**src/lcss_pkg.sv**
```systemverilog
// ----------------------------------------------------------------------------
// lcss_pkg
// shared types and constants for the line crossing segment splitter
// ----------------------------------------------------------------------------
`default_nettype none

package lcss_pkg;

    localparam int TOL_W = 31;
    localparam logic [TOL_W-1:0] TOL_RESET = 31'd7;

    localparam logic [1:0] END_FIRST_END    = 2'd0;
    localparam logic [1:0] END_FIRST_START  = 2'd1;
    localparam logic [1:0] END_SECOND_START = 2'd2;
    localparam logic [1:0] END_SECOND_END   = 2'd3;

    typedef struct packed {
        logic valid;
        logic par;
        logic neg_x;
        logic neg_y;
        logic ovf_x;
        logic ovf_y;
    } t_ctl;

endpackage

`default_nettype wire

```
**src/lcss_if.sv**
```systemverilog
// ----------------------------------------------------------------------------
// lcss channels
// valid/ready channels for line words, result words and tolerance writes
// ----------------------------------------------------------------------------
`default_nettype none


interface lcss_out_if #(parameter int COORD_WIDTH = 32);
    logic                          valid;
    logic                          ready;
    logic signed [COORD_WIDTH-1:0] cross_x;
    logic signed [COORD_WIDTH-1:0] cross_y;
    logic signed [COORD_WIDTH-1:0] far_x;
    logic signed [COORD_WIDTH-1:0] far_y;
    logic [1:0]                    which_end;
    logic                          segment_valid;
    logic                          parallel;
    logic                          saturated;
    logic                          last;

    modport source (
        output valid, cross_x, cross_y, far_x, far_y, which_end,
               segment_valid, parallel, saturated, last,
        input  ready
    );
    modport sink (
        input  valid, cross_x, cross_y, far_x, far_y, which_end,
               segment_valid, parallel, saturated, last,
        output ready
    );
endinterface


`default_nettype wire

```
**src/lcss_back.sv**
```systemverilog
// ----------------------------------------------------------------------------
// lcss_back
// quotient clamp, endpoint distance test, per-endpoint result split and
// output register; drives the pipeline advance
// ----------------------------------------------------------------------------
`default_nettype none

module lcss_back #(
    parameter int W = 32
) (
    input  wire                          i_clk,
    input  wire                          i_rst_n,
    input  wire lcss_pkg::t_ctl          i_ctl,
    input  wire  [8*W-1:0]               i_coord,
    input  wire  [W-1:0]                 i_q_x,
    input  wire  [W-1:0]                 i_q_y,
    input  wire  [lcss_pkg::TOL_W-1:0]   i_tol,
    output logic                         o_adv,
    lcss_out_if.source                   o_out
);
    import lcss_pkg::*;

    localparam int CMPW = (W + 1 > TOL_W) ? W + 1 : TOL_W;
    localparam logic signed [W-1:0] CMAX = {1'b0, {(W-1){1'b1}}};
    localparam logic signed [W-1:0] CMIN = {1'b1, {(W-1){1'b0}}};

    // clamp stage
    logic                r1_v, r1_sat, r1_par;
    logic signed [W-1:0] r1_px, r1_py;
    logic [8*W-1:0]      r1_c;
    logic signed [W-1:0] n1_px, n1_py;
    logic                n1_satx, n1_saty;

    // distance stage
    logic                r2_v, r2_sat, r2_par;
    logic signed [W-1:0] r2_px, r2_py;
    logic [8*W-1:0]      r2_c;
    logic signed [W:0]   r2_dx [4];
    logic signed [W:0]   r2_dy [4];

    // split stage
    logic                r_sv, r_ssat, r_spar;
    logic [3:0]          r_rem;
    logic signed [W-1:0] r_spx, r_spy;
    logic [8*W-1:0]      r_sc;

    // output register
    logic                r_ov, r_oseg, r_opar, r_osat, r_olast;
    logic signed [W-1:0] r_ocx, r_ocy, r_ofx, r_ofy;
    logic [1:0]          r_owhich;

    logic signed [W-1:0] ex1 [4];
    logic signed [W-1:0] ey1 [4];
    logic signed [W-1:0] ex3 [4];
    logic signed [W-1:0] ey3 [4];
    logic [3:0]          far;
    logic [CMPW-1:0]     ax, ay;
    logic [3:0]          pick;
    logic [1:0]          idx;
    logic                emit, is_last;

    always_comb begin
        n1_satx = 1'b0;
        n1_px   = $signed(i_q_x);
        if (i_ctl.ovf_x) begin
            n1_satx = 1'b1;
            n1_px   = i_ctl.neg_x ? CMIN : CMAX;
        end else if (!i_ctl.neg_x) begin
            if (i_q_x[W-1]) begin
                n1_satx = 1'b1;
                n1_px   = CMAX;
            end
        end else if (i_q_x[W-1] && (|i_q_x[W-2:0])) begin
            n1_satx = 1'b1;
            n1_px   = CMIN;
        end else begin
            n1_px = -$signed(i_q_x);
        end
        n1_saty = 1'b0;
        n1_py   = $signed(i_q_y);
        if (i_ctl.ovf_y) begin
            n1_saty = 1'b1;
            n1_py   = i_ctl.neg_y ? CMIN : CMAX;
        end else if (!i_ctl.neg_y) begin
            if (i_q_y[W-1]) begin
                n1_saty = 1'b1;
                n1_py   = CMAX;
            end
        end else if (i_q_y[W-1] && (|i_q_y[W-2:0])) begin
            n1_saty = 1'b1;
            n1_py   = CMIN;
        end else begin
            n1_py = -$signed(i_q_y);
        end
    end

    assign ex1[0] = r1_c[2*W +: W];
    assign ey1[0] = r1_c[3*W +: W];
    assign ex1[1] = r1_c[0*W +: W];
    assign ey1[1] = r1_c[1*W +: W];
    assign ex1[2] = r1_c[4*W +: W];
    assign ey1[2] = r1_c[5*W +: W];
    assign ex1[3] = r1_c[6*W +: W];
    assign ey1[3] = r1_c[7*W +: W];

    assign ex3[0] = r_sc[2*W +: W];
    assign ey3[0] = r_sc[3*W +: W];
    assign ex3[1] = r_sc[0*W +: W];
    assign ey3[1] = r_sc[1*W +: W];
    assign ex3[2] = r_sc[4*W +: W];
    assign ey3[2] = r_sc[5*W +: W];
    assign ex3[3] = r_sc[6*W +: W];
    assign ey3[3] = r_sc[7*W +: W];

    always_comb begin
        far = '0;
        ax  = '0;
        ay  = '0;
        for (int k = 0; k < 4; k++) begin
            ax = CMPW'(r2_dx[k][W] ? (W+1)'(-r2_dx[k]) : (W+1)'(r2_dx[k]));
            ay = CMPW'(r2_dy[k][W] ? (W+1)'(-r2_dy[k]) : (W+1)'(r2_dy[k]));
            far[k] = !((ax < CMPW'(i_tol)) && (ay < CMPW'(i_tol)));
        end
    end

    // lowest remaining endpoint first
    always_comb begin
        if (r_rem[0]) begin
            idx = END_FIRST_END;
        end else if (r_rem[1]) begin
            idx = END_FIRST_START;
        end else if (r_rem[2]) begin
            idx = END_SECOND_START;
        end else begin
            idx = END_SECOND_END;
        end
        pick = 4'b0001 << idx;
    end

    assign emit    = r_sv && (!r_ov || o_out.ready);
    assign is_last = r_spar || ((r_rem & ~pick) == 4'b0000);
    assign o_adv   = !r_sv || (emit && is_last);

    always_ff @(posedge i_clk) begin
        if (!i_rst_n) begin
            r1_v <= 1'b0;
            r2_v <= 1'b0;
            r_sv <= 1'b0;
            r_ov <= 1'b0;
        end else begin
            if (o_adv) begin
                r1_v <= i_ctl.valid;
                r2_v <= r1_v;
                r_sv <= r2_v;
            end
            if (emit) begin
                r_ov <= 1'b1;
            end else if (o_out.ready) begin
                r_ov <= 1'b0;
            end
        end
    end

    always_ff @(posedge i_clk) begin
        if (o_adv) begin
            r1_px  <= n1_px;
            r1_py  <= n1_py;
            r1_sat <= n1_satx | n1_saty;
            r1_par <= i_ctl.par;
            r1_c   <= i_coord;
            r2_px  <= r1_px;
            r2_py  <= r1_py;
            r2_sat <= r1_sat;
            r2_par <= r1_par;
            r2_c   <= r1_c;
            for (int k = 0; k < 4; k++) begin
                r2_dx[k] <= (W+1)'(r1_px) - (W+1)'(ex1[k]);
                r2_dy[k] <= (W+1)'(r1_py) - (W+1)'(ey1[k]);
            end
            r_spx  <= r2_px;
            r_spy  <= r2_py;
            r_ssat <= r2_sat;
            r_spar <= r2_par;
            r_sc   <= r2_c;
            r_rem  <= far;
        end else if (emit) begin
            r_rem <= r_rem & ~pick;
        end
    end

    always_ff @(posedge i_clk) begin
        if (emit) begin
            r_olast <= is_last;
            if (r_spar) begin
                r_ocx    <= '0;
                r_ocy    <= '0;
                r_ofx    <= '0;
                r_ofy    <= '0;
                r_owhich <= END_FIRST_END;
                r_oseg   <= 1'b0;
                r_opar   <= 1'b1;
                r_osat   <= 1'b0;
            end else if (r_rem == 4'b0000) begin
                r_ocx    <= r_spx;
                r_ocy    <= r_spy;
                r_ofx    <= '0;
                r_ofy    <= '0;
                r_owhich <= END_FIRST_END;
                r_oseg   <= 1'b0;
                r_opar   <= 1'b0;
                r_osat   <= r_ssat;
            end else begin
                r_ocx    <= r_spx;
                r_ocy    <= r_spy;
                r_ofx    <= ex3[idx];
                r_ofy    <= ey3[idx];
                r_owhich <= idx;
                r_oseg   <= 1'b1;
                r_opar   <= 1'b0;
                r_osat   <= r_ssat;
            end
        end
    end

    assign o_out.valid         = r_ov;
    assign o_out.cross_x       = r_ocx;
    assign o_out.cross_y       = r_ocy;
    assign o_out.far_x         = r_ofx;
    assign o_out.far_y         = r_ofy;
    assign o_out.which_end     = r_owhich;
    assign o_out.segment_valid = r_oseg;
    assign o_out.parallel      = r_opar;
    assign o_out.saturated     = r_osat;
    assign o_out.last          = r_olast;

endmodule

`default_nettype wire

```
**src/flat_wrapper.sv**
```systemverilog
// flat-port wrapper written by rule: the top's interface ports become plain ports
module lcss_back_flat import lcss_pkg::*;
#(
    parameter int W = 32
)
  (i_clk, i_rst_n, i_ctl, i_coord, i_q_x, i_q_y, i_tol, o_adv, o_out_valid, o_out_cross_x, o_out_cross_y, o_out_far_x, o_out_far_y, o_out_which_end, o_out_segment_valid, o_out_parallel, o_out_saturated, o_out_last, o_out_ready);
  lcss_out_if o_out_i ();
  input  wire i_clk;
  input  wire i_rst_n;
  input  wire lcss_pkg::t_ctl i_ctl;
  input  wire  [8*W-1:0] i_coord;
  input  wire  [W-1:0] i_q_x;
  input  wire  [W-1:0] i_q_y;
  input  wire  [lcss_pkg::TOL_W-1:0] i_tol;
  output logic o_adv;
  output wire logic [$bits(o_out_i.valid)-1:0] o_out_valid;
  output wire logic [$bits(o_out_i.cross_x)-1:0] o_out_cross_x;
  output wire logic [$bits(o_out_i.cross_y)-1:0] o_out_cross_y;
  output wire logic [$bits(o_out_i.far_x)-1:0] o_out_far_x;
  output wire logic [$bits(o_out_i.far_y)-1:0] o_out_far_y;
  output wire logic [$bits(o_out_i.which_end)-1:0] o_out_which_end;
  output wire logic [$bits(o_out_i.segment_valid)-1:0] o_out_segment_valid;
  output wire logic [$bits(o_out_i.parallel)-1:0] o_out_parallel;
  output wire logic [$bits(o_out_i.saturated)-1:0] o_out_saturated;
  output wire logic [$bits(o_out_i.last)-1:0] o_out_last;
  input wire logic [$bits(o_out_i.ready)-1:0] o_out_ready;
  assign o_out_valid = o_out_i.valid;
  assign o_out_cross_x = o_out_i.cross_x;
  assign o_out_cross_y = o_out_i.cross_y;
  assign o_out_far_x = o_out_i.far_x;
  assign o_out_far_y = o_out_i.far_y;
  assign o_out_which_end = o_out_i.which_end;
  assign o_out_segment_valid = o_out_i.segment_valid;
  assign o_out_parallel = o_out_i.parallel;
  assign o_out_saturated = o_out_i.saturated;
  assign o_out_last = o_out_i.last;
  assign o_out_i.ready = o_out_ready;
  lcss_back #(.W(W)) u_core (.i_clk(i_clk), .i_rst_n(i_rst_n), .i_ctl(i_ctl), .i_coord(i_coord), .i_q_x(i_q_x), .i_q_y(i_q_y), .i_tol(i_tol), .o_adv(o_adv), .o_out(o_out_i));
endmodule
```
**config.mk**
```make
export PLATFORM = sky130hd
export DESIGN_NAME = lcss_back_flat
export DESIGN_NICKNAME = d
export VERILOG_FILES = /design/src/lcss_pkg.sv /design/src/lcss_if.sv /design/src/lcss_back.sv /design/src/flat_wrapper.sv
export SDC_FILE = /design/constraint.sdc
export NUM_CORES = 2
export LEC_CHECK = 0
export ABC_AREA = 1
export BUFFER_PORTS_ARGS = -buffer_cell sky130_fd_sc_hd__buf_2
export CAP_MARGIN = 0
export CORE_MARGIN = 2
export CORE_UTILIZATION = 40
export DETAILED_ROUTE_END_ITERATION = 6
export GPL_TIMING_DRIVEN = 0
export PLACE_DENSITY = 0.66
export SLEW_MARGIN = 20
export SYNTH_ARGS = -nofsm -noshare
export SYNTH_HDL_FRONTEND = slang
export SYNTH_SLANG_ARGS = --single-unit
export TNS_END_PERCENT = 10
```
**constraint.sdc**
```tcl
create_clock -name i_clk -period 29.8 [get_ports i_clk]
set_clock_uncertainty 0.2 [all_clocks]
set_input_delay 5.96 -clock i_clk [delete_from_list [all_inputs] [get_ports i_clk]]
set_output_delay 5.96 -clock i_clk [all_outputs]
set_load 0.005 [all_outputs]
```
# == Word level (Yosys, flattened, before mapping) ==
# Memories as Yosys holds them, arrays and structs flattened.
# Index checks and enable logic that the tools add are counted.
# classes
n_addsub,18
order_cmp,9
n_shift,1
muxes,43
bitwise,4
reduce_logical,24
# ops
cell,n
$mux W32,12
$lt A33 B31 Y1,8
$mux W33,8
$neg A33 Y33,8
$sub A32 B32 Y33,8
$bmux W32 S2,2
$neg A32 Y32,2
$mux W31,2
$reduce_or A31 Y1,2
$mux W1,15
$logic_and A1 B1 Y1,8
$logic_not A4 Y1,2
$mux W4,2
$logic_not A1 Y1,6
$and A4 B4 Y4,1
$mux W2,2
$not A4 Y4,1
$reduce_bool A2 Y1,2
$shl A1 B2 Y4 const A,1
$ge A3 B3 Y1 const B,1
$logic_or A1 B1 Y1,3
$not A2 Y3,1
$reduce_or A2 Y1,1
$or A1 B1 Y1,1
# totals
ff_bits,1108
mem_bits_rw,264
in_bits,360
elab_cells,130
memories,2
# mem_list
memory,words,width,read_ports,rd_clocked_by_memory_dff,wr,line_no,text
u_core.r2_dx,4,33,4,0,4,lcss_back.sv:38,logic signed [W:0] r2_dx [4];
u_core.r2_dy,4,33,4,0,4,lcss_back.sv:39,logic signed [W:0] r2_dy [4];

# == Logic depth before layout (Yosys ltp) ==
# depth
depth_word,12
ltp_mapped,24
ltp_nobuf,24

# == Worst setup path before layout ==
# Ideal clock, no wire load.
# synth_timing
kind,input port to output port
start,input o_out_ready
end,output o_adv
arrival_ps,20616
slack_ps,3024
path_stages,4
n_path_buf,0
cell_sequence,nor2_1 inv_1 nand2_1 nand2_2
# synth_via
elab_chain_len,4
# synth_lines
element,line_no,text
start: declaration,flat_wrapper.sv:26,input wire logic [$bits(o_out_i.ready)-1:0] o_out_ready;
$logic_or A1 B1 Y1,lcss_back.sv:140,assign emit = r_sv && (!r_ov || o_out.ready);
$logic_and A1 B1 Y1,lcss_back.sv:140,
$logic_and A1 B1 Y1,lcss_back.sv:142,assign o_adv = !r_sv || (emit && is_last);
$logic_or A1 B1 Y1,lcss_back.sv:142,
end: declaration,flat_wrapper.sv:15,output logic o_adv;
# No other way between the ends.

# == Worst setup path in the final report ==
# Ends and elaborated chain as after synthesis.

==> reports/qor.yml <==
run_status:
  outcome: "finished clean"
placement:
  gp_congestion: 0.960
  placed_area_sq_um: 80000
  post-dp-hpwl_mm: 193
  io_buffer_count: 493
clock_tree:
  cts_inserted_buffers: 148
  clock-sinks: 1372
  h-tree-depth: 4
  clock_latency_ns: 0.83
  holdBufCountCts: 0
  path_clk_slew_ns: 0.06
  cts_max_path_buffers: 3
  postCtsSetupBuffers: 0
  cts_tree: "done"
  cts_resized: 0
  cts.root.buffer_cell: "clkbuf_16"
floorplan:
  start_util_pct: 40.3
  placementRows: 157
  die_h_microns: 434
  die_area_sq_um: 188000
  ios: 496
  fp.dieW_microns: 434
  fp.coreArea_sq_um: 183000
worst_setup_path:
  worst-path-max-fanout: 105
  endpoint_kind: "output port"
  crit_type: "primary input to output port"
  worstPathRequired_ns: 23.64
  cp-start-kind: "primary input"
  worstPathArrival_ns: 8.38
  r2r_cells: 13
timing:
  fmax_mhz: 68.8
  drv_slew: 0
  fin_crit_ns: 14.54
  tightest_slew_ns: 1.19
  relSlewSlack_pct: 20.3
  hold_violations: 0
  setup_viol: 0
  fin_crit_sh_pct: 48.8
  rsz0062_at_grt: "false"
synth:
  synthesis.nets: 8174
  seq_area_frac_synth_pct: 55.8
  synth-main-ff-cell: "edfxtp_1"
  synth_cell_types: 66
  avgSynthCellArea_sq_um: 10.1
  synth-seq-cells: 1372
  synth_edf_count: 1368
  yosys_warnings: 0
  synth_area_sq_um: 73800
  synthArstFlopShare_pct: 0
  postSynthCellCount: 7300
worst_hold_path:
  hold_depth: 0
  worstHoldPathType: "flop to flop"
drt:
  dr.pass1.iters: 6
  drtIter0Drc: 6047
  ant_nets: 0
  routed_wl_mm: 244
  drc: 0
  vias_per_cell: 5.25
  vias: 55400
  wl_per_cell_microns: 23.1
finish:
  layout_common_cells: "1368 x edfxtp_1, 1226 x nand2_1, 972 x inv_1, 926 x nor2_1, 506 x ha_1"
  utilization_pct: 46.4
  area_growth_pct: 15.3
  design_area_sq_um: 85100
  final_common_cell: "edfxtp_1"
  final_layout_size_suffix_gt1_share_pct: 10.8
  nets: 8842
global_route:
  grt_max_degree: 109
  grt_overflow: 0
  grt_pass1_wl_mm: 344
  grt.total_usage_pct: 25.4
  antenna_found_initial: 30
  grt_pass1_vias: 52800
run:
  drv_cap: 0
power_and_ir_drop:
  powerDensity_nw_per_um2: 76.7
  irDropWorstVdd_uv: 72.4
  total_power_mw: 6.52
  power.leakage_nw: 37.3
-- area by class of cell --
| class | instances | area (sq um) |
|---|---|---|
| Antenna cell | 5 | 12.5 |
| Buffer | 96 | 392 |
| Clock buffer | 179 | 3910 |
| Clock inverter | 89 | 1130 |
| Fill cell | 17000 | 98200 |
| Inverter | 989 | 3710 |
| Multi-Input combinational cell | 4843 | 28600 |
| Sequential cell | 1372 | 41200 |
| Tap cell | 2464 | 3080 |
| Timing Repair Buffer | 518 | 3100 |
-- worst paths after layout --
kind	end	startpoint	slack, ns
hold reg to reg	u_core.r_sc[21]$_DFFE_PN_	u_core.r2_c[21]$_DFFE_PN_	0.20
setup / recovery	o_adv	o_out_ready	15.26
setup reg to reg	u_core.r1_c[46]$_DFFE_PN_	u_core.r_rem[0]$_DFFE_PP_	24.84
hold / removal	u_core.r_sc[21]$_DFFE_PN_	u_core.r2_c[21]$_DFFE_PN_	0.20
-- power breakdown --
part	leakage [nW]	switching [mW]	total [mW]	internal (mW)
clock network	2.43	0.791	1.91	1.12
logic	20.6	1.22	1.90	0.674
registers	14.3	0.247	2.72	2.47
-- registers in the layout (all words and copies together), names as in the netlist, 132 cells and up --
name and cells:
u_core.r2_dx 132, u_core.r2_dy 132, u_core.r1_c 256, u_core.r2_c 256, u_core.r_sc 256
-- worst max-delay path, cell delays in order --
cell     delay, ns
buf_2         0.10
nor2_1        0.65
inv_1         0.13
nand2_1       0.20
nand2_8       0.26
buf_16        0.35
buf_16        0.32
buf_2         0.21
-- cells in the mapped netlist, drive strengths merged (10+ instances only) --
library cell	instances	area share, %
o21a	10	0.10
nand4	56	0.48
xor2	377	4.5
ha	506	8.6
buf	15	0.11
clkbuf	81	0.41
o21ai	422	3.0
nor2	955	5.0
a211oi	10	0.10
a31oi	52	0.44
nor3	144	1.1
o21bai	25	0.25
a21oi	451	3.1
xnor2	140	1.7
nor4	29	0.28
o22ai	15	0.18
o31ai	23	0.25
nand2	1238	6.4
inv	988	5.0
a21o	63	0.64
a221oi	10	0.12
edfxtp	1368	56
o211ai	17	0.17
nand3	243	1.7
-- metrics by stage --
step	cells	setup WS [ns]	hold slack (ns)	setup TNS [ns]
global route	10600	15.17	0.206	0
finish	10600	15.26	0.198	0
CTS	10600	15.31	0.192	0
floorplan	7300	3.02	0.200	0
detailed placement	10300	15.31	0.205	0
global placement	10300	-4.68	0.200	-14.00
-- routing by layer --
| metal | vias to the layer above | global-route usage [%] | part of all wire [%] |
|---|---|---|---|
| met4 | 12 | 9.14 | 3.6 |
| met1 | 26700 | 35.2 | 43 |
| met3 | 320 | 4.41 | 7.9 |
| li1 | 26300 | - | - |
| met5 | - | 0 | 0.034 |
| met2 | 2125 | 40.0 | 45 |
-- cell families (layout without fill, tap and decap cells) --
kind of cell             after synthesis  in the layout  share of synthesized area (%)
AND/OR/NAND/NOR                     2689           2689                           15.2
flip-flops                          1372           1372                           55.8
AO/OA/AOI/OAI                       1123           1123                           8.59
buffers and inverters               1085           1871                           5.55
XOR/XNOR                             517            517                           6.13
adder cells (fa/ha/maj)              514            514                           8.79
other                                  0              5                              0
Note: power is estimated with default switching activity, not from simulation.
