**src/lcss_pkg.sv**
```systemverilog
// ----------------------------------------------------------------------------
// lcss_pkg
// shared types and constants for the line crossing segment splitter
// ----------------------------------------------------------------------------
`default_nettype none

package lcss_pkg;

    localparam int TOL_W = 31;
    localparam logic [TOL_W-1:0] TOL_RESET = 31'd7;

    localparam logic [1:0] END_FIRST_END    = 2'd0;
    localparam logic [1:0] END_FIRST_START  = 2'd1;
    localparam logic [1:0] END_SECOND_START = 2'd2;
    localparam logic [1:0] END_SECOND_END   = 2'd3;

    typedef struct packed {
        logic valid;
        logic par;
        logic neg_x;
        logic neg_y;
        logic ovf_x;
        logic ovf_y;
    } t_ctl;

endpackage

`default_nettype wire

```
**src/lcss_div_cell.sv**
```systemverilog
// ----------------------------------------------------------------------------
// lcss_div_cell
// one restoring divider step for x and y, quotient bit shifted into the
// low word as the numerator bit leaves it
// ----------------------------------------------------------------------------
`default_nettype none

module lcss_div_cell #(
    parameter int W = 32
) (
    input  wire                   i_clk,
    input  wire                   i_rst_n,
    input  wire                   i_adv,
    input  wire lcss_pkg::t_ctl   i_ctl,
    input  wire  [8*W-1:0]        i_coord,
    input  wire  [2*W+2:0]        i_md,
    input  wire  [2*W+2:0]        i_rem_x,
    input  wire  [2*W+2:0]        i_rem_y,
    input  wire  [W-1:0]          i_low_x,
    input  wire  [W-1:0]          i_low_y,
    output lcss_pkg::t_ctl        o_ctl,
    output logic [8*W-1:0]        o_coord,
    output logic [2*W+2:0]        o_md,
    output logic [2*W+2:0]        o_rem_x,
    output logic [2*W+2:0]        o_rem_y,
    output logic [W-1:0]          o_low_x,
    output logic [W-1:0]          o_low_y
);
    import lcss_pkg::*;

    localparam int DW = 2 * W + 3;

    t_ctl          r_ctl;
    logic [8*W-1:0] r_coord;
    logic [DW-1:0] r_md, r_rem_x, r_rem_y;
    logic [W-1:0]  r_low_x, r_low_y;

    logic [DW:0]   tx, ty, dd;
    logic          gex, gey;

    assign tx  = {i_rem_x, i_low_x[W-1]};
    assign ty  = {i_rem_y, i_low_y[W-1]};
    assign dd  = {1'b0, i_md};
    assign gex = tx >= dd;
    assign gey = ty >= dd;

    always_ff @(posedge i_clk) begin
        if (!i_rst_n) begin
            r_ctl <= '0;
        end else if (i_adv) begin
            r_ctl <= i_ctl;
        end
    end

    always_ff @(posedge i_clk) begin
        if (i_adv) begin
            r_coord <= i_coord;
            r_md    <= i_md;
            r_rem_x <= gex ? DW'(tx - dd) : DW'(tx);
            r_rem_y <= gey ? DW'(ty - dd) : DW'(ty);
            r_low_x <= {i_low_x[W-2:0], gex};
            r_low_y <= {i_low_y[W-2:0], gey};
        end
    end

    assign o_ctl   = r_ctl;
    assign o_coord = r_coord;
    assign o_md    = r_md;
    assign o_rem_x = r_rem_x;
    assign o_rem_y = r_rem_y;
    assign o_low_x = r_low_x;
    assign o_low_y = r_low_y;

endmodule

`default_nettype wire

```
**config.mk**
```make
export PLATFORM = sky130hd
export DESIGN_NAME = lcss_div_cell
export DESIGN_NICKNAME = d
export VERILOG_FILES = /design/src/lcss_pkg.sv /design/src/lcss_div_cell.sv
export SDC_FILE = /design/constraint.sdc
export NUM_CORES = 1
export LEC_CHECK = 0
export BUFFER_PORTS_ARGS = -buffer_cell sky130_fd_sc_hd__buf_2
export CAP_MARGIN = 20
export CORE_AREA = 10 10 404 406
export DETAILED_ROUTE_END_ITERATION = 10
export DIE_AREA = 0 0 414 416
export PLACE_DENSITY = 0.37
export SKIP_CTS_REPAIR_TIMING = 1
export SYNTH_ARGS = -nofsm -noshare
export SYNTH_HDL_FRONTEND = slang
export SYNTH_SLANG_ARGS = --single-unit
```
**constraint.sdc**
```tcl
create_clock -name i_clk -period 5.1 [get_ports i_clk]
set_clock_uncertainty 0.1 [all_clocks]
set_input_delay 0.51 -clock i_clk [delete_from_list [all_inputs] [get_ports i_clk]]
set_output_delay 0.51 -clock i_clk [all_outputs]
set_load 0.05 [all_outputs]
```
Word-level counts from Yosys, hierarchy flattened
Index checks and enable logic that the tools add are counted.
{ "classes": {"magnitude_cmp": 2, "mux": 2, "n_addsub": 2} }
{ "ops": {"columns": ["cell", "count"], "rows": [
  ["68-bit by 67-bit >= comparator with 1-bit output", 2],
  ["67-bit two-way mux", 2],
  ["67-bit subtractor", 2]
]} }
{ "word_totals": {"output_inout_bits": 527, "wordCells": 18, "input_bits": 530, "reg_bits": 527} }

Logic depth before layout (Yosys ltp)
Gate-level depths: netlist of run 1.
{ "logic_depth": {"ltp_word": 2, "ltp_mapped": 17, "ltp_nobuf": 15} }

Least setup slack after synthesis of run 1
No wires, ideal clock.
{ "synth_timing": {"path_kind": "input -> register", "start": "in i_low_x[31]", "end": "reg r_rem_x[13] (netlist: o_rem_x[13]) (data pin)", "setup_ns": 0.262, "path_slack_ns": 1.239, "t_arrival_ns": 3.498, "path_buffers": 2, "cell_stages": 16, "required_time_ns": 4.738, "path_cell_list": "inv_1 -> ha_1 -> inv_1 -> fa_1 -> a211oi_1 -> o21ai_0 -> a31oi_1 -> a2111o_1 -> nand3_1 -> a31o_2 -> a21oi_1 -> o21ai_2 -> a21oi_2 -> buf_2 -> buf_6 -> mux2_1"} }
{ "synth_via": {"elab_chain_len": 2, "elab_cells_between_ends": 3, "classes_between": "add/sub: 1; order compare: 1; mux: 1"} }
{ "synth_lines": {"columns": ["element", "line", "rtl"], "rows": [
  ["start, declared", "lcss_div_cell.sv:19", "input wire [W-1:0] i_low_x,"],
  ["67-bit subtractor or 68-bit by 67-bit >= comparator with 1-bit output (tied branches)", "lcss_div_cell.sv:59, lcss_div_cell.sv:44", null],
  ["67-bit two-way mux (*)", "lcss_div_cell.sv:59", "r_rem_x <= gex ? DW'(tx - dd) : DW'(tx);"],
  ["end signal, assigned", "lcss_div_cell.sv:59", null],
  ["end, declared", "lcss_div_cell.sv:35", "logic [DW-1:0] r_md, r_rem_x, r_rem_y;"]
]} }
Every way passes the cells marked *; elsewhere a longest branch is shown, timed or not.
A chain may end at the register's enable or synchronous reset.

Worst setup path after layout of run 1
{ "layout_timing": {"start": "in i_md[26]", "end": "reg r_rem_y[62] (netlist: o_rem_y[62]) (data pin)"} }
{ "layout_via": {"elab_chain_len": 2, "elab_cells_between_ends": 3, "classes_between": "add/sub: 1; order compare: 1; mux: 1"} }
{ "layout_lines": {"columns": ["element", "line", "rtl"], "rows": [
  ["start, declared", "lcss_div_cell.sv:16", "input wire [2*W+2:0] i_md,"],
  ["67-bit subtractor or 68-bit by 67-bit >= comparator with 1-bit output (tied branches)", "lcss_div_cell.sv:60, lcss_div_cell.sv:45", null],
  ["67-bit two-way mux (*)", "lcss_div_cell.sv:60", "r_rem_y <= gey ? DW'(ty - dd) : DW'(ty);"],
  ["end signal, assigned", "lcss_div_cell.sv:60", null],
  ["end, declared", "lcss_div_cell.sv:35", null]
]} }
Marks and branches as above.

==> impl_table.tex, run 1 <==
\begin{tabular}{lr}
\hline
Metric & Value \\
\hline
\multicolumn{2}{l}{\textbf{Status}} \\
\quad Status & finished, final reports clean \\
\multicolumn{2}{l}{\textbf{Global routing}} \\
\quad Gr ovfl total & 0 \\
\quad Number of antenna violations at the first check in global routing & 44 \\
\quad Pin count of the biggest net entering global routing & 103 \\
\quad First-pass GRT wire length & 197000 microns \\
\quad Via count of the first global-routing pass & between 20k and 25k \\
\quad Total track usage & 16.3\% \\
\multicolumn{2}{l}{\textbf{Yosys}} \\
\quad YS warnings & 0 \\
\quad Cell variety after synth & 72 \\
\quad Total standard cell area after synthesis & 0.0254 sq mm \\
\quad Commonest cells post-synth & sky130\_fd\_sc\_hd\_\_edfxtp\_1 (521), sky130\_fd\_sc\_hd\_\_nand2\_1 (239), sky130\_fd\_sc\_hd\_\_a21oi\_1 (172), sky130\_fd\_sc\_hd\_\_o21ai\_1 (144), sky130\_fd\_sc\_hd\_\_ha\_1 (134) \\
\quad Register bit total from synthesis & 527 \\
\quad Most common cell in the synthesized netlist & sky130\_fd\_sc\_hd\_\_edfxtp\_1 \\
\quad Sequential-to-total area share from yosys stat & 62.0\% \\
\quad Post-Syn Area per Cell & 12.2 sq um \\
\quad Library cell with the largest summed area after synthesis & sky130\_fd\_sc\_hd\_\_edfxtp\_1 \\
\quad Count of flip-flops with a built-in enable after synthesis & 521 \\
\quad Dominant cells by area after synthesis & sky130\_fd\_sc\_hd\_\_edfxtp\_1 (62\%), sky130\_fd\_sc\_hd\_\_ha\_1 (6.6\%), sky130\_fd\_sc\_hd\_\_nand2\_1 (3.5\%) \\
\quad Area share of the leading cell type in the synthesized netlist & 61.5\% \\
\quad Top FF cell, synth & sky130\_fd\_sc\_hd\_\_edfxtp\_1 \\
\quad Share of synthesized registers carrying an async set or reset & 0\% \\
\quad Synthesized instance count & $\sim$2.1k \\
\quad Post-synth net total & 2758 \\
\multicolumn{2}{l}{\textbf{Pwr}} \\
\quad Cell Pwr Density & 374 mW/mm\^{}2 \\
\quad IR Drop Worst-Case VDD & 202 uV \\
\quad P\_leak & 16.7 nW \\
\multicolumn{2}{l}{\textbf{STA}} \\
\quad Fin crit period & about 4900 ps \\
\quad Fmax & just over 200 MHz \\
\quad Final Hold Fails & 0 \\
\quad Final slew viol count & 0 \\
\quad Final number of setup-violating endpoints & 0 \\
\quad Transition at the pin with the smallest max-transition slack & $\sim$1100 ps \\
\quad Relative slew margins & 28.3\% \\
\quad Total Neg Setup Slack & 0 ps \\
\quad RSZ-0062 raised after global routing & false \\
\quad Ratio of final minimum period to clock period & 96.3\% \\
\multicolumn{2}{l}{\textbf{Route}} \\
\quad Antenna-violating nets left & 0 \\
\quad DRC viols & 0 \\
\quad DR pass1 iterations & 5 \\
\quad Via count & 23.4k \\
\quad Initial DRC count & about 1.6k \\
\quad Wirelength per Cell & 26.4 microns \\
\quad Routed via count divided by cell count & 4.11 \\
\quad Sum of routed wire length over all layers & 150000 microns \\
\multicolumn{2}{l}{\textbf{Final layout}} \\
\quad Total of fill cells in the finished design & 16.7k \\
\quad Net count of the finished layout & 4233 \\
\quad Area growth from synthesis to layout & 55.4\% \\
\quad Util after Layout & around a quarter \\
\quad Fraction of layout cells with a size suffix above 1 & around a third \\
\quad Final cell area excluding filler cells & 0.0395 sq mm \\
\multicolumn{2}{l}{\textbf{Place}} \\
\quad Post-DP HPWL & around 130000 microns \\
\quad Post-Place Cell Area & between 0.03 and 0.04 sq mm \\
\quad RD Place Congestion & around 0.86 \\
\quad Number of buffers inserted by port buffering & 1056 \\
\multicolumn{2}{l}{\textbf{Floorplanning}} \\
\quad Die width & 414 microns \\
\quad Core ar. & 0.155 sq mm \\
\quad Count of standard-cell rows & approximately 150 \\
\quad Chip Height & 416 microns \\
\quad Initial core utilization & 16.4\% \\
\quad Die ar. & around 0.17 sq mm \\
\quad Number of primary I/O pins & $\sim$1.1k \\
\multicolumn{2}{l}{\textbf{Setup path}} \\
\quad Crit path buffers/inverters & 6 \\
\quad Cell type with the highest occurrence count on the critical path & sky130\_fd\_sc\_hd\_\_buf\_4 \\
\quad Worst path depth & 17 \\
\quad Type of the worst setup path & primary input to flip-flop \\
\quad Critical path launch point type & primary input \\
\quad Critical path endpoint category & flip-flop \\
\quad Worst reg2reg startpoint & o\_ctl[3] \\
\quad Worst R2R End & o\_ctl[3] \\
\quad Data required, critical path & 5440 ps \\
\quad Reg2reg setup slack & 4390 ps \\
\quad Worst reg-to-reg path cell count & 2 \\
\quad Worst path slowest cell & sky130\_fd\_sc\_hd\_\_o31ai\_2 \\
\quad Beginning of the critical path & i\_md[26] \\
\quad Termination of the worst setup path & o\_rem\_y[62] \\
\quad Category of cells accounting for the largest share of critical-path delay & compound AO/OA/AOI/OAI gates \\
\quad Worst endpoint data arrival time & between 5000 and 6000 ps \\
\quad Max FO, Critical Path & 24 \\
\quad Slowest stage delay, CP & about 700 ps \\
\quad Cell chain of the critical path & dlygate4sd3\_1 -> buf\_2 -> inv\_1 -> ha\_1 -> nand4\_1 -> or3\_1 -> nor4\_1 -> buf\_4 -> a21bo\_2 -> nand3\_1 -> a21oi\_1 -> buf\_4 -> o31ai\_2 -> o21ai\_4 -> buf\_4 -> a311o\_1 -> o311ai\_1 \\
\multicolumn{2}{l}{\textbf{CTS}} \\
\quad Worst-skew pair later-pin latency & 650 ps \\
\quad Total clock sinks & 527 \\
\quad Cts bufs inserted & $\sim$70 \\
\quad Cell chosen for the clock root & sky130\_fd\_sc\_hd\_\_clkbuf\_16 \\
\quad Bufs on Longest Clock Path & 3 \\
\quad H-tree Lvls & 3 \\
\quad CTS clk-pin slew, worst paths & 60 ps \\
\quad TritonCTS clock tree & done \\
\multicolumn{2}{l}{\textbf{Flow run}} \\
\quad Max-Cap Viols & 0 \\
\multicolumn{2}{l}{\textbf{Hold path}} \\
\quad Classification of the worst-slack hold path & primary input to flip-flop \\
\hline
\end{tabular}
-- through the flow --
stage	std cells	total power [mW]	worst slack, ps	hold WS, ps
finish	5689	14.8	187	15.4
detailed placement	5167	9.74	47.1	407
global route	5688	15.4	25.4	16.5
floorplan	2092	8.14	1240	509
CTS	5294	14.8	746	-176
global placement	5167	9.76	18.1	394
-- power by group --
group          switching, mW  leakage [nW]  internal, mW  total (mW)
Combinational           3.22          10.5          1.21        4.43
Sequential             0.150          5.14          5.30        5.45
Clock                   2.14          1.05          2.74        4.88
Total                   5.51          16.7          9.25        14.8
-- worst min path at each step --
stage | start | end | depth (start not counted)
6_report | i_ctl[5] | o_ctl[5] | 3
4_1_cts | i_coord[190] | o_coord[190] | 1
3_3_place_gp | o_ctl[5] | o_ctl[5] | 2
3_5_place_dp | o_ctl[4] | o_ctl[4] | 2
2_1_floorplan | i_coord[0] | o_coord[0] | 0
5_1_grt | i_rst_n | o_ctl[3] | 2
-- sequential cells by signal, summed over array words and instances (netlist names) --
register  cells
o_low_y      32
o_rem_y      67
o_rem_x      67
o_coord     256
o_low_x      32
o_ctl         6
o_md         67
-- worst min-delay path, delay by kind of cell --
kind                   cells  cell delay [ps]
buffers and inverters      1               80
muxes                      1               50
and+or+nand+nor            1              100
-- cells in the final DEF (no fill, tap or decap), types with 17 or more instances in the layout --
cell type / synthesis / routed
sky130_fd_sc_hd__nand3_1: 25 / 25
sky130_fd_sc_hd__nor3_1: 17 / 17
sky130_fd_sc_hd__xnor2_1: 77 / 77
sky130_fd_sc_hd__nand2_1: 239 / 239
sky130_fd_sc_hd__o21ai_1: 144 / 144
sky130_fd_sc_hd__nand4_1: 48 / 48
sky130_fd_sc_hd__nor2_1: 74 / 74
sky130_fd_sc_hd__dlygate4sd3_1: 0 / 385
sky130_fd_sc_hd__buf_4: 0 / 34
sky130_fd_sc_hd__buf_2: 22 / 1055
sky130_fd_sc_hd__ha_1: 134 / 134
sky130_fd_sc_hd__edfxtp_1: 521 / 521
sky130_fd_sc_hd__a21oi_1: 172 / 172
sky130_fd_sc_hd__a31oi_1: 18 / 18
sky130_fd_sc_hd__xor2_1: 45 / 45
sky130_fd_sc_hd__o21bai_1: 27 / 27
sky130_fd_sc_hd__o21ai_0: 71 / 71
sky130_fd_sc_hd__inv_1: 106 / 106
sky130_fd_sc_hd__a21o_1: 86 / 86
sky130_fd_sc_hd__clkbuf_16: 0 / 71
-- layer usage --
metal  GRT usage [%]  routed length [microns]  vias up
met4            4.53                     4270       22
met3            5.08                     8990      191
met1            16.9                    56200    11400
met5               0                      126        -
met2            31.4                    80900      913
li1                -                        -    10800
-- area by class of cell --
type                    instances  area (sq um)  share of cell area, %
clock buffers                  84          1830                   4.62
flip-flops and latches        527         15800                   39.9
inverters                     107           402                   1.02
clock inverters                43           365                  0.925
diodes                         10          25.0                 0.0633
multi-input cells            1374          8920                   22.6
well taps                    2058          2570                   6.52
repair buffers               1486          9620                   24.4
-- kinds of logic after synthesis --
logic type	after synthesis	synth area share [%]
buffers and inverters	191	2.96
flip-flops	527	62.0
AO/OA/AOI/OAI	620	14.8
XOR/XNOR	122	4.20
AND/OR/NAND/NOR	485	8.77
multiplexers	11	0.458
adder cells (fa/ha/maj)	136	6.75
Power figures use the tool's default switching activity.
==> inputs of run 2 (changes only) <==
--- a/config.mk
+++ b/config.mk
@@ -7,9 +7,9 @@
 export LEC_CHECK = 0
 export BUFFER_PORTS_ARGS = -buffer_cell sky130_fd_sc_hd__buf_2
 export CAP_MARGIN = 20
-export CORE_AREA = 10 10 404 406
+export CORE_AREA = 10 10 407 409
 export DETAILED_ROUTE_END_ITERATION = 10
-export DIE_AREA = 0 0 414 416
+export DIE_AREA = 0 0 417 419
 export PLACE_DENSITY = 0.37
 export SKIP_CTS_REPAIR_TIMING = 1
 export SYNTH_ARGS = -nofsm -noshare
==> impl_table.tex, run 2 (same netlist as run 1, synthesis figures left out) <==
\begin{tabular}{lr}
\hline
Metric & Value \\
\hline
\multicolumn{2}{l}{\textbf{Status}} \\
\quad Status & finished, final reports clean \\
\multicolumn{2}{l}{\textbf{Floorplanning}} \\
\quad Core ar. & 0.157 sq mm (+1.4\%) \\
\quad Count of standard-cell rows & 146 (+0.69\%) \\
\quad Number of primary I/O pins & 1057 (unchanged) \\
\quad Die ar. & 0.175 sq mm (+1.5\%) \\
\quad Initial core utilization & 16.1\% (-0.23 points) \\
\quad Die width & 417 microns (+0.72\%) \\
\quad Chip Height & 419 microns (+0.72\%) \\
\multicolumn{2}{l}{\textbf{STA}} \\
\quad Final slew viol count & 0 (unchanged) \\
\quad Fmax & 214 MHz (+5.1\%) \\
\quad Ratio of final minimum period to clock period & 91.6\% (-4.7 points) \\
\quad Relative slew margins & 42.6\% (+14 points) \\
\quad RSZ-0062 raised after global routing & false \\
\quad Final number of setup-violating endpoints & 0 (unchanged) \\
\quad Final Hold Fails & 0 (unchanged) \\
\quad Transition at the pin with the smallest max-transition slack & 855 ps (-213 ps) \\
\quad Total Neg Setup Slack & 0 ps (unchanged) \\
\quad Fin crit period & 4670 ps (-240 ps) \\
\multicolumn{2}{l}{\textbf{Global routing}} \\
\quad Gr busiest metal & met2 \\
\quad Via count of the first global-routing pass & 22.1k (-0.13\%) \\
\quad Pin count of the biggest net entering global routing & 110 (+6.8\%) \\
\quad Total track usage & 16.2\% (-0.18 points) \\
\quad First-pass GRT wire length & 194000 microns (-1.3\%) \\
\quad M2 GR Usage & 33.4\% (+2.0 points) \\
\quad Met1 track utilization from global routing & 14.8\% (-2.0 points) \\
\quad Number of antenna violations at the first check in global routing & 82 (+86\%) \\
\quad Gr ovfl total & 0 (unchanged) \\
\quad Met3 routing resource usage after global routing & 4.11\% (-0.98 points) \\
\multicolumn{2}{l}{\textbf{Place}} \\
\quad Total placed cells including tap cells & 5177 (+0.19\%) \\
\quad RD Place Congestion & 0.902 (+5.4\%) \\
\quad Post-DP HPWL & 127000 microns (+0.78\%) \\
\quad Number of buffers inserted by port buffering & 1056 (unchanged) \\
\multicolumn{2}{l}{\textbf{Pwr}} \\
\quad Share of power burned in the clock network & 33.5\% (+0.4 points) \\
\quad P\_leak & 16.7 nW (about the same) \\
\quad Power share of the combinational group & 29.4\% (-0.6 points) \\
\quad Part of the power in registers & 37.0\% (about the same) \\
\quad Switch share & 36.9\% (-0.48 points) \\
\quad Switching power & 5.45 mW (-1.1\%) \\
\quad Cell Pwr Density & 374 mW/mm\^{}2 (+0.16\%) \\
\quad IR Drop Worst-Case VDD & 206 uV (+1.9\%) \\
\quad Cell internal power dissipation & 9.34 mW (+0.95\%) \\
\multicolumn{2}{l}{\textbf{Setup path}} \\
\quad Critical path launch point type & primary input \\
\quad Cell chain of the critical path & dlygate4sd3\_1 -> buf\_2 -> ha\_1 -> inv\_1 -> fa\_1 -> a211oi\_1 -> o21ai\_0 -> a31oi\_1 -> a2111o\_1 -> nand3\_1 -> a31o\_2 -> a21oi\_1 -> o21ai\_2 -> a21oi\_4 -> buf\_12 -> mux2\_1 \\
\quad Worst reg-to-reg path cell count & 2 (unchanged) \\
\quad Worst path slowest cell & sky130\_fd\_sc\_hd\_\_dlygate4sd3\_1 \\
\quad Termination of the worst setup path & o\_rem\_x[23] \\
\quad Beginning of the critical path & i\_md[0] \\
\quad Reg2reg setup slack & 4410 ps (+20 ps) \\
\quad Worst R2R End & o\_ctl[0] \\
\quad Worst endpoint data arrival time & 4980 ps (-270 ps) \\
\quad Max FO, Critical Path & 57 (+140\%) \\
\quad Worst reg2reg startpoint & o\_ctl[0] \\
\quad Slowest stage delay, CP & 570 ps (-130 ps) \\
\quad Critical path endpoint category & flip-flop \\
\quad Data required, critical path & 5400 ps (-40 ps) \\
\quad Type of the worst setup path & primary input to flip-flop \\
\multicolumn{2}{l}{\textbf{Hold path}} \\
\quad Beginning of the worst hold path & i\_ctl[0] \\
\quad Hold Path Stages & 3 (unchanged) \\
\quad Classification of the worst-slack hold path & primary input to flip-flop \\
\multicolumn{2}{l}{\textbf{CTS}} \\
\quad TritonCTS clock tree & done \\
\quad Bufs on Longest Clock Path & 3 (unchanged) \\
\quad H-tree Lvls & 3 (unchanged) \\
\quad Total clock sinks & 527 (unchanged) \\
\quad Worst-skew pair later-pin latency & 660 ps (about the same) \\
\quad CTS clk-pin slew, worst paths & 60 ps (about the same) \\
\quad Cts bufs inserted & 71 (unchanged) \\
\quad Cell chosen for the clock root & sky130\_fd\_sc\_hd\_\_clkbuf\_16 \\
\multicolumn{2}{l}{\textbf{Flow run}} \\
\quad Max-Cap Viols & 0 (unchanged) \\
\multicolumn{2}{l}{\textbf{Route}} \\
\quad Routed via count divided by cell count & 4.06 (-1.1\%) \\
\quad Via count & 23.2k (-0.74\%) \\
\quad Sum of routed wire length over all layers & 152000 microns (+1.2\%) \\
\quad DRC viols & 0 (unchanged) \\
\quad Wirelength per Cell & 26.7 microns (+0.82\%) \\
\quad Antenna-violating nets left & 0 (unchanged) \\
\quad DR pass1 iterations & 4 (-1) \\
\quad Initial DRC count & 1612 (+2.0\%) \\
\multicolumn{2}{l}{\textbf{Final layout}} \\
\quad Fraction of layout cells with a size suffix above 1 & 33.6\% (-0.073 points) \\
\quad Final cell count without fillers & 5708 (+0.33\%) \\
\quad Most frequent standard cell in the layout excluding fill and tap cells & sky130\_fd\_sc\_hd\_\_buf\_2 \\
\quad Reg area & 0.0158 sq mm (unchanged) \\
\quad Net count of the finished layout & 4231 (-0.047\%) \\
\quad Area growth from synthesis to layout & 55.4\% (about the same) \\
\quad Total of fill cells in the finished design & 16.9k (+1.1\%) \\
\quad Flip-flop count of the largest register after layout & 256 (unchanged) \\
\quad Commonest cells after routing, fill and taps aside & sky130\_fd\_sc\_hd\_\_buf\_2 (1055), sky130\_fd\_sc\_hd\_\_edfxtp\_1 (521), sky130\_fd\_sc\_hd\_\_dlygate4sd3\_1 (387) \\
\quad Area used by multi-input combinational logic & 0.00892 sq mm (unchanged) \\
\hline
\end{tabular}
[run 2: cell count changes in the layout (fill, tap and decap cells not counted), moves of 2 or more]
cell / before / now
sky130_fd_sc_hd__buf_12: 11 / 7
sky130_fd_sc_hd__bufinv_16: 3 / 5
sky130_fd_sc_hd__clkbuf_1: 13 / 17
sky130_fd_sc_hd__clkinv_1: 15 / 7
sky130_fd_sc_hd__diode_2: 10 / 22
sky130_fd_sc_hd__dlygate4sd3_1: 385 / 387
[run 2: metrics by stage]
step	utilization, %	cell area, sq um	setup slack (ps)	power (mW)	hold slack, ps
floorplan	-	25400	1240	8.14	509
global placement	21.2	33400	235	9.73	395
detailed placement	21.2	33400	196	9.71	403
CTS	22.6	35600	906	14.8	-158
global route	25.1	39500	64.1	15.4	6.86
finish	25.1	39500	427	14.8	21.0
[run 2: layer usage]
| metal | share of wire (%) | wire length, microns | up-vias |
|---|---|---|---|
| met1 | 33 | 50900 | 11300 |
| met5 | 0.17 | 259 | - |
| met4 | 4.1 | 6220 | 44 |
| met3 | 5.0 | 7640 | 282 |
| met2 | 57 | 87200 | 801 |
| li1 | - | - | 10800 |
[run 2: critical path: cells and delay by family]
family	cells	cell delay, ps
muxes	1	360
buffers and inverters	4	1050
and+or+nand+nor	1	150
AOI/OAI and AO/OA	8	2140
adders and majority gates	2	650
[run 2: worst min-delay path by stage]
stage | to | slack, ps
detailed placement | o_ctl[0] | 400
global route | o_low_x[3] | 7
CTS | o_coord[11] | -160
floorplan | o_coord[0] | 510
global placement | o_ctl[4] | 400
finish | o_ctl[0] | 20
[run 2: cell type report]
type	count	area share, %
Sequential cell	527	39.9
Timing Repair Buffer	1484	24.2
Multi-Input combinational cell	1374	22.6
Tap cell	2072	6.56
Clock buffer	88	4.66
Inverter	107	1.02
Clock inverter	34	0.953
Antenna cell	22	0.139
[run 2: power groups by stage]
stage | logic, mW | clock network, mW | registers [mW]
global route | 4.60 | 5.32 | 5.50
finish | 4.36 | 4.96 | 5.48
detailed placement | 4.15 | 0 | 5.56
floorplan | 1.10 | 0 | 7.04
global placement | 4.15 | 0 | 5.57
CTS | 4.16 | 5.19 | 5.48
==> inputs of run 3 (changes only) <==
--- a/config.mk
+++ b/config.mk
@@ -5,12 +5,13 @@
 export SDC_FILE = /design/constraint.sdc
 export NUM_CORES = 1
 export LEC_CHECK = 0
+export ABC_AREA = 1
 export BUFFER_PORTS_ARGS = -buffer_cell sky130_fd_sc_hd__buf_2
 export CAP_MARGIN = 20
-export CORE_AREA = 10 10 407 409
+export CORE_AREA = 10 10 403 405
 export DETAILED_ROUTE_END_ITERATION = 10
-export DIE_AREA = 0 0 417 419
-export PLACE_DENSITY = 0.37
+export DIE_AREA = 0 0 413 415
+export PLACE_DENSITY = 0.4
 export SKIP_CTS_REPAIR_TIMING = 1
 export SYNTH_ARGS = -nofsm -noshare
 export SYNTH_HDL_FRONTEND = slang
==> impl_table.tex, run 3 <==
\begin{tabular}{lr}
\hline
Metric & Value \\
\hline
\multicolumn{2}{l}{\textbf{CTS}} \\
\quad Cell chosen for the clock root & sky130\_fd\_sc\_hd\_\_clkbuf\_16 \\
\quad Cts bufs inserted & 69 (-2.8\%) \\
\quad Worst-skew pair later-pin latency & 660 ps (about the same) \\
\quad TritonCTS clock tree & done \\
\quad H-tree Lvls & 3 (unchanged) \\
\quad Bufs on Longest Clock Path & 3 (unchanged) \\
\quad CTS clk-pin slew, worst paths & 60 ps (about the same) \\
\quad Total clock sinks & 527 (unchanged) \\
\multicolumn{2}{l}{\textbf{Global routing}} \\
\quad Gr ovfl total & 0 (unchanged) \\
\quad Pin count of the biggest net entering global routing & 101 (-8.2\%) \\
\quad Total track usage & 20.0\% (+3.9 points) \\
\quad First-pass GRT wire length & 239000 microns (+23\%) \\
\quad Number of antenna violations at the first check in global routing & 44 (-46\%) \\
\quad Via count of the first global-routing pass & 29.2k (+32\%) \\
\multicolumn{2}{l}{\textbf{Yosys}} \\
\quad Register bit total from synthesis & 527 (unchanged) \\
\quad Sequential-to-total area share from yosys stat & 53.0\% (-9.0 points) \\
\quad Library cell with the largest summed area after synthesis & sky130\_fd\_sc\_hd\_\_edfxtp\_1 \\
\quad Share of synthesized registers carrying an async set or reset & 0\% (unchanged) \\
\quad Commonest cells post-synth & sky130\_fd\_sc\_hd\_\_nand2\_1 (1284), sky130\_fd\_sc\_hd\_\_inv\_1 (600), sky130\_fd\_sc\_hd\_\_edfxtp\_1 (521), sky130\_fd\_sc\_hd\_\_nor2\_1 (259), sky130\_fd\_sc\_hd\_\_nand3\_1 (234) \\
\quad Post-Syn Area per Cell & 8.41 sq um (-31\%) \\
\quad YS warnings & 0 (unchanged) \\
\quad Area share of the leading cell type in the synthesized netlist & 52.6\% (-8.9 points) \\
\quad Total standard cell area after synthesis & 0.0297 sq mm (+17\%) \\
\quad Dominant cells by area after synthesis & sky130\_fd\_sc\_hd\_\_edfxtp\_1 (53\%), sky130\_fd\_sc\_hd\_\_nand2\_1 (16\%), sky130\_fd\_sc\_hd\_\_inv\_1 (7.6\%) \\
\quad Most common cell in the synthesized netlist & sky130\_fd\_sc\_hd\_\_nand2\_1 \\
\quad Cell variety after synth & 32 (-56\%) \\
\quad Post-synth net total & 4204 (+52\%) \\
\quad Count of flip-flops with a built-in enable after synthesis & 521 (unchanged) \\
\quad Synthesized instance count & 3538 (+69\%) \\
\quad Top FF cell, synth & sky130\_fd\_sc\_hd\_\_edfxtp\_1 \\
\multicolumn{2}{l}{\textbf{STA}} \\
\quad Fin crit period & 3650 ps (-1030 ps) \\
\quad Transition at the pin with the smallest max-transition slack & 993 ps (+138 ps) \\
\quad Final Hold Fails & 0 (unchanged) \\
\quad Fmax & 274 MHz (+28\%) \\
\quad Final slew viol count & 0 (unchanged) \\
\quad Relative slew margins & 33.8\% (-8.8 points) \\
\quad RSZ-0062 raised after global routing & false \\
\quad Ratio of final minimum period to clock period & 71.5\% (-20 points) \\
\quad Total Neg Setup Slack & 0 ps (unchanged) \\
\quad Final number of setup-violating endpoints & 0 (unchanged) \\
\multicolumn{2}{l}{\textbf{Floorplanning}} \\
\quad Die width & 413 microns (-0.96\%) \\
\quad Number of primary I/O pins & 1057 (unchanged) \\
\quad Chip Height & 415 microns (-0.95\%) \\
\quad Count of standard-cell rows & 144 (-1.4\%) \\
\quad Initial core utilization & 19.3\% (+3.2 points) \\
\quad Die ar. & 0.171 sq mm (-1.9\%) \\
\quad Core ar. & 0.154 sq mm (-2.3\%) \\
\multicolumn{2}{l}{\textbf{Pwr}} \\
\quad IR Drop Worst-Case VDD & 233 uV (+13\%) \\
\quad Cell Pwr Density & 346 mW/mm\^{}2 (-7.5\%) \\
\quad P\_leak & 21.4 nW (+28\%) \\
\multicolumn{2}{l}{\textbf{Final layout}} \\
\quad Util after Layout & 28.5\% (+3.4 points) \\
\quad Commonest cells after routing, fill and taps aside & sky130\_fd\_sc\_hd\_\_nand2\_1 (1284), sky130\_fd\_sc\_hd\_\_buf\_2 (1055), sky130\_fd\_sc\_hd\_\_inv\_1 (600) \\
\quad Fraction of layout cells with a size suffix above 1 & 24.5\% (-9.1 points) \\
\quad Net count of the finished layout & 5710 (+35\%) \\
\quad Area growth from synthesis to layout & 47.6\% \\
\quad Total of fill cells in the finished design & 16.7k (-0.95\%) \\
\quad Most frequent standard cell in the layout excluding fill and tap cells & sky130\_fd\_sc\_hd\_\_nand2\_1 \\
\quad Flip-flop count of the largest register after layout & 256 (unchanged) \\
\multicolumn{2}{l}{\textbf{Place}} \\
\quad Post-DP HPWL & 157000 microns (+23\%) \\
\quad Number of buffers inserted by port buffering & 1056 (unchanged) \\
\quad RD Place Congestion & 0.944 (+4.6\%) \\
\multicolumn{2}{l}{\textbf{Route}} \\
\quad Initial DRC count & 2077 (+29\%) \\
\quad Antenna-violating nets left & 0 (unchanged) \\
\quad Sum of routed wire length over all layers & 183000 microns (+20\%) \\
\quad Wirelength per Cell & 25.6 microns (-4.1\%) \\
\quad DR pass1 iterations & 6 (+2) \\
\quad Routed via count divided by cell count & 4.19 (+3.1\%) \\
\quad DRC viols & 0 (unchanged) \\
\quad Via count & 30.0k (+29\%) \\
\multicolumn{2}{l}{\textbf{Setup path}} \\
\quad Worst path depth & 15 (-1) \\
\quad Category of cells accounting for the largest share of critical-path delay & simple AND/OR/NAND/NOR gates \\
\quad Crit path buffers/inverters & 3 (-1) \\
\quad Worst endpoint data arrival time & 3940 ps (-1040 ps) \\
\quad Type of the worst setup path & primary input to flip-flop \\
\quad Max FO, Critical Path & 4 (-93\%) \\
\quad Worst path slowest cell & sky130\_fd\_sc\_hd\_\_o21ai\_0 \\
\quad Reg2reg setup slack & 4380 ps (-30 ps) \\
\quad Cell type with the highest occurrence count on the critical path & sky130\_fd\_sc\_hd\_\_nand2\_1 \\
\quad Slowest stage delay, CP & 650 ps (+80 ps) \\
\quad Critical path launch point type & primary input \\
\quad Data required, critical path & 5390 ps (about the same) \\
\quad Critical path endpoint category & flip-flop \\
\quad Worst reg-to-reg path cell count & 2 (unchanged) \\
\quad Cell chain of the critical path & dlygate4sd3\_1 -> buf\_2 -> inv\_1 -> fa\_1 -> nand3\_1 -> nor2\_1 -> nor2\_1 -> o21ai\_0 -> nand2\_1 -> nand2\_1 -> nand2\_1 -> nand2\_1 -> nand2\_1 -> nand3\_1 -> nand2\_1 \\
\multicolumn{2}{l}{\textbf{Hold path}} \\
\quad Classification of the worst-slack hold path & primary input to flip-flop \\
\quad Hold Path Stages & 3 (unchanged) \\
\multicolumn{2}{l}{\textbf{Flow run}} \\
\quad Max-Cap Viols & 0 (unchanged) \\
\multicolumn{2}{l}{\textbf{Status}} \\
\quad Status & finished, final reports clean \\
\hline
\end{tabular}
-- run 3: cells by family after synthesis --
group,Yosys count,share of synthesized area (%)
AOI/OAI and AO/OA,243,4.38
xor gates and xnor gates,68,2.00
adders and majority gates,136,5.77
buffers and inverters,659,8.65
DFF,527,53.0
and+or+nand+nor,1905,26.2
-- run 3: area by class of cell --
type	count	area (sq um)	share of cell area, %
Clock buffer	79	1760	4.02
Timing Repair Buffer	1470	9450	21.5
Clock inverter	44	551	1.25
Sequential cell	527	15800	35.9
Multi-Input combinational cell	2352	11400	26.0
Antenna cell	22	55.1	0.125
Tap cell	2044	2560	5.83
Inverter	624	2340	5.34
-- run 3: path summary, 6_finish.rpt --
check / from / to
setup / recovery: i_md[1] / o_rem_x[62]
hold / removal: i_ctl[4] / o_ctl[4]
setup reg to reg: o_ctl[0] / o_ctl[0]
hold reg to reg: o_ctl[3] / o_ctl[3]
-- run 3: power by group --
group / leakage (nW) / internal (mW) / total (mW) / switching, mW
logic: 15.1 / 1.17 / 4.67 / 3.50
registers: 5.15 / 5.28 / 5.44 / 0.158
clock network: 1.12 / 2.90 / 5.08 / 2.18
-- run 3: stage by stage --
| stage | hold WS, ps | area, sq um | total power, mW | worst slack [ps] | instances |
|---|---|---|---|---|---|
| CTS | -182 | 39900 | 15.2 | 1900 | 6748 |
| detailed placement | 392 | 37600 | 9.97 | 1150 | 6625 |
| global placement | 376 | 37600 | 9.99 | 1150 | 6625 |
| finish | 9.03 | 43900 | 15.2 | 1450 | 7162 |
| floorplan | 509 | 29700 | 8.22 | 2410 | 3538 |
| global route | 1.02 | 43900 | 15.9 | 1210 | 7155 |
-- run 3: layer usage --
| metal | vias to the layer above | GRT usage [%] | wire (microns) |
|---|---|---|---|
| met5 | - | 0 | 109 |
| met4 | 20 | 8.20 | 8200 |
| met3 | 274 | 4.45 | 10300 |
| met2 | 1077 | 38.5 | 98400 |
| met1 | 14300 | 20.5 | 66200 |
| li1 | 14400 | - | - |
-- run 3: worst reg2reg max path, cell delays in order, from the launching register on --
cell and delay [ps]:
sky130_fd_sc_hd__dfxtp_1 300, sky130_fd_sc_hd__o21ai_0 150, sky130_fd_sc_hd__nor2_1 60
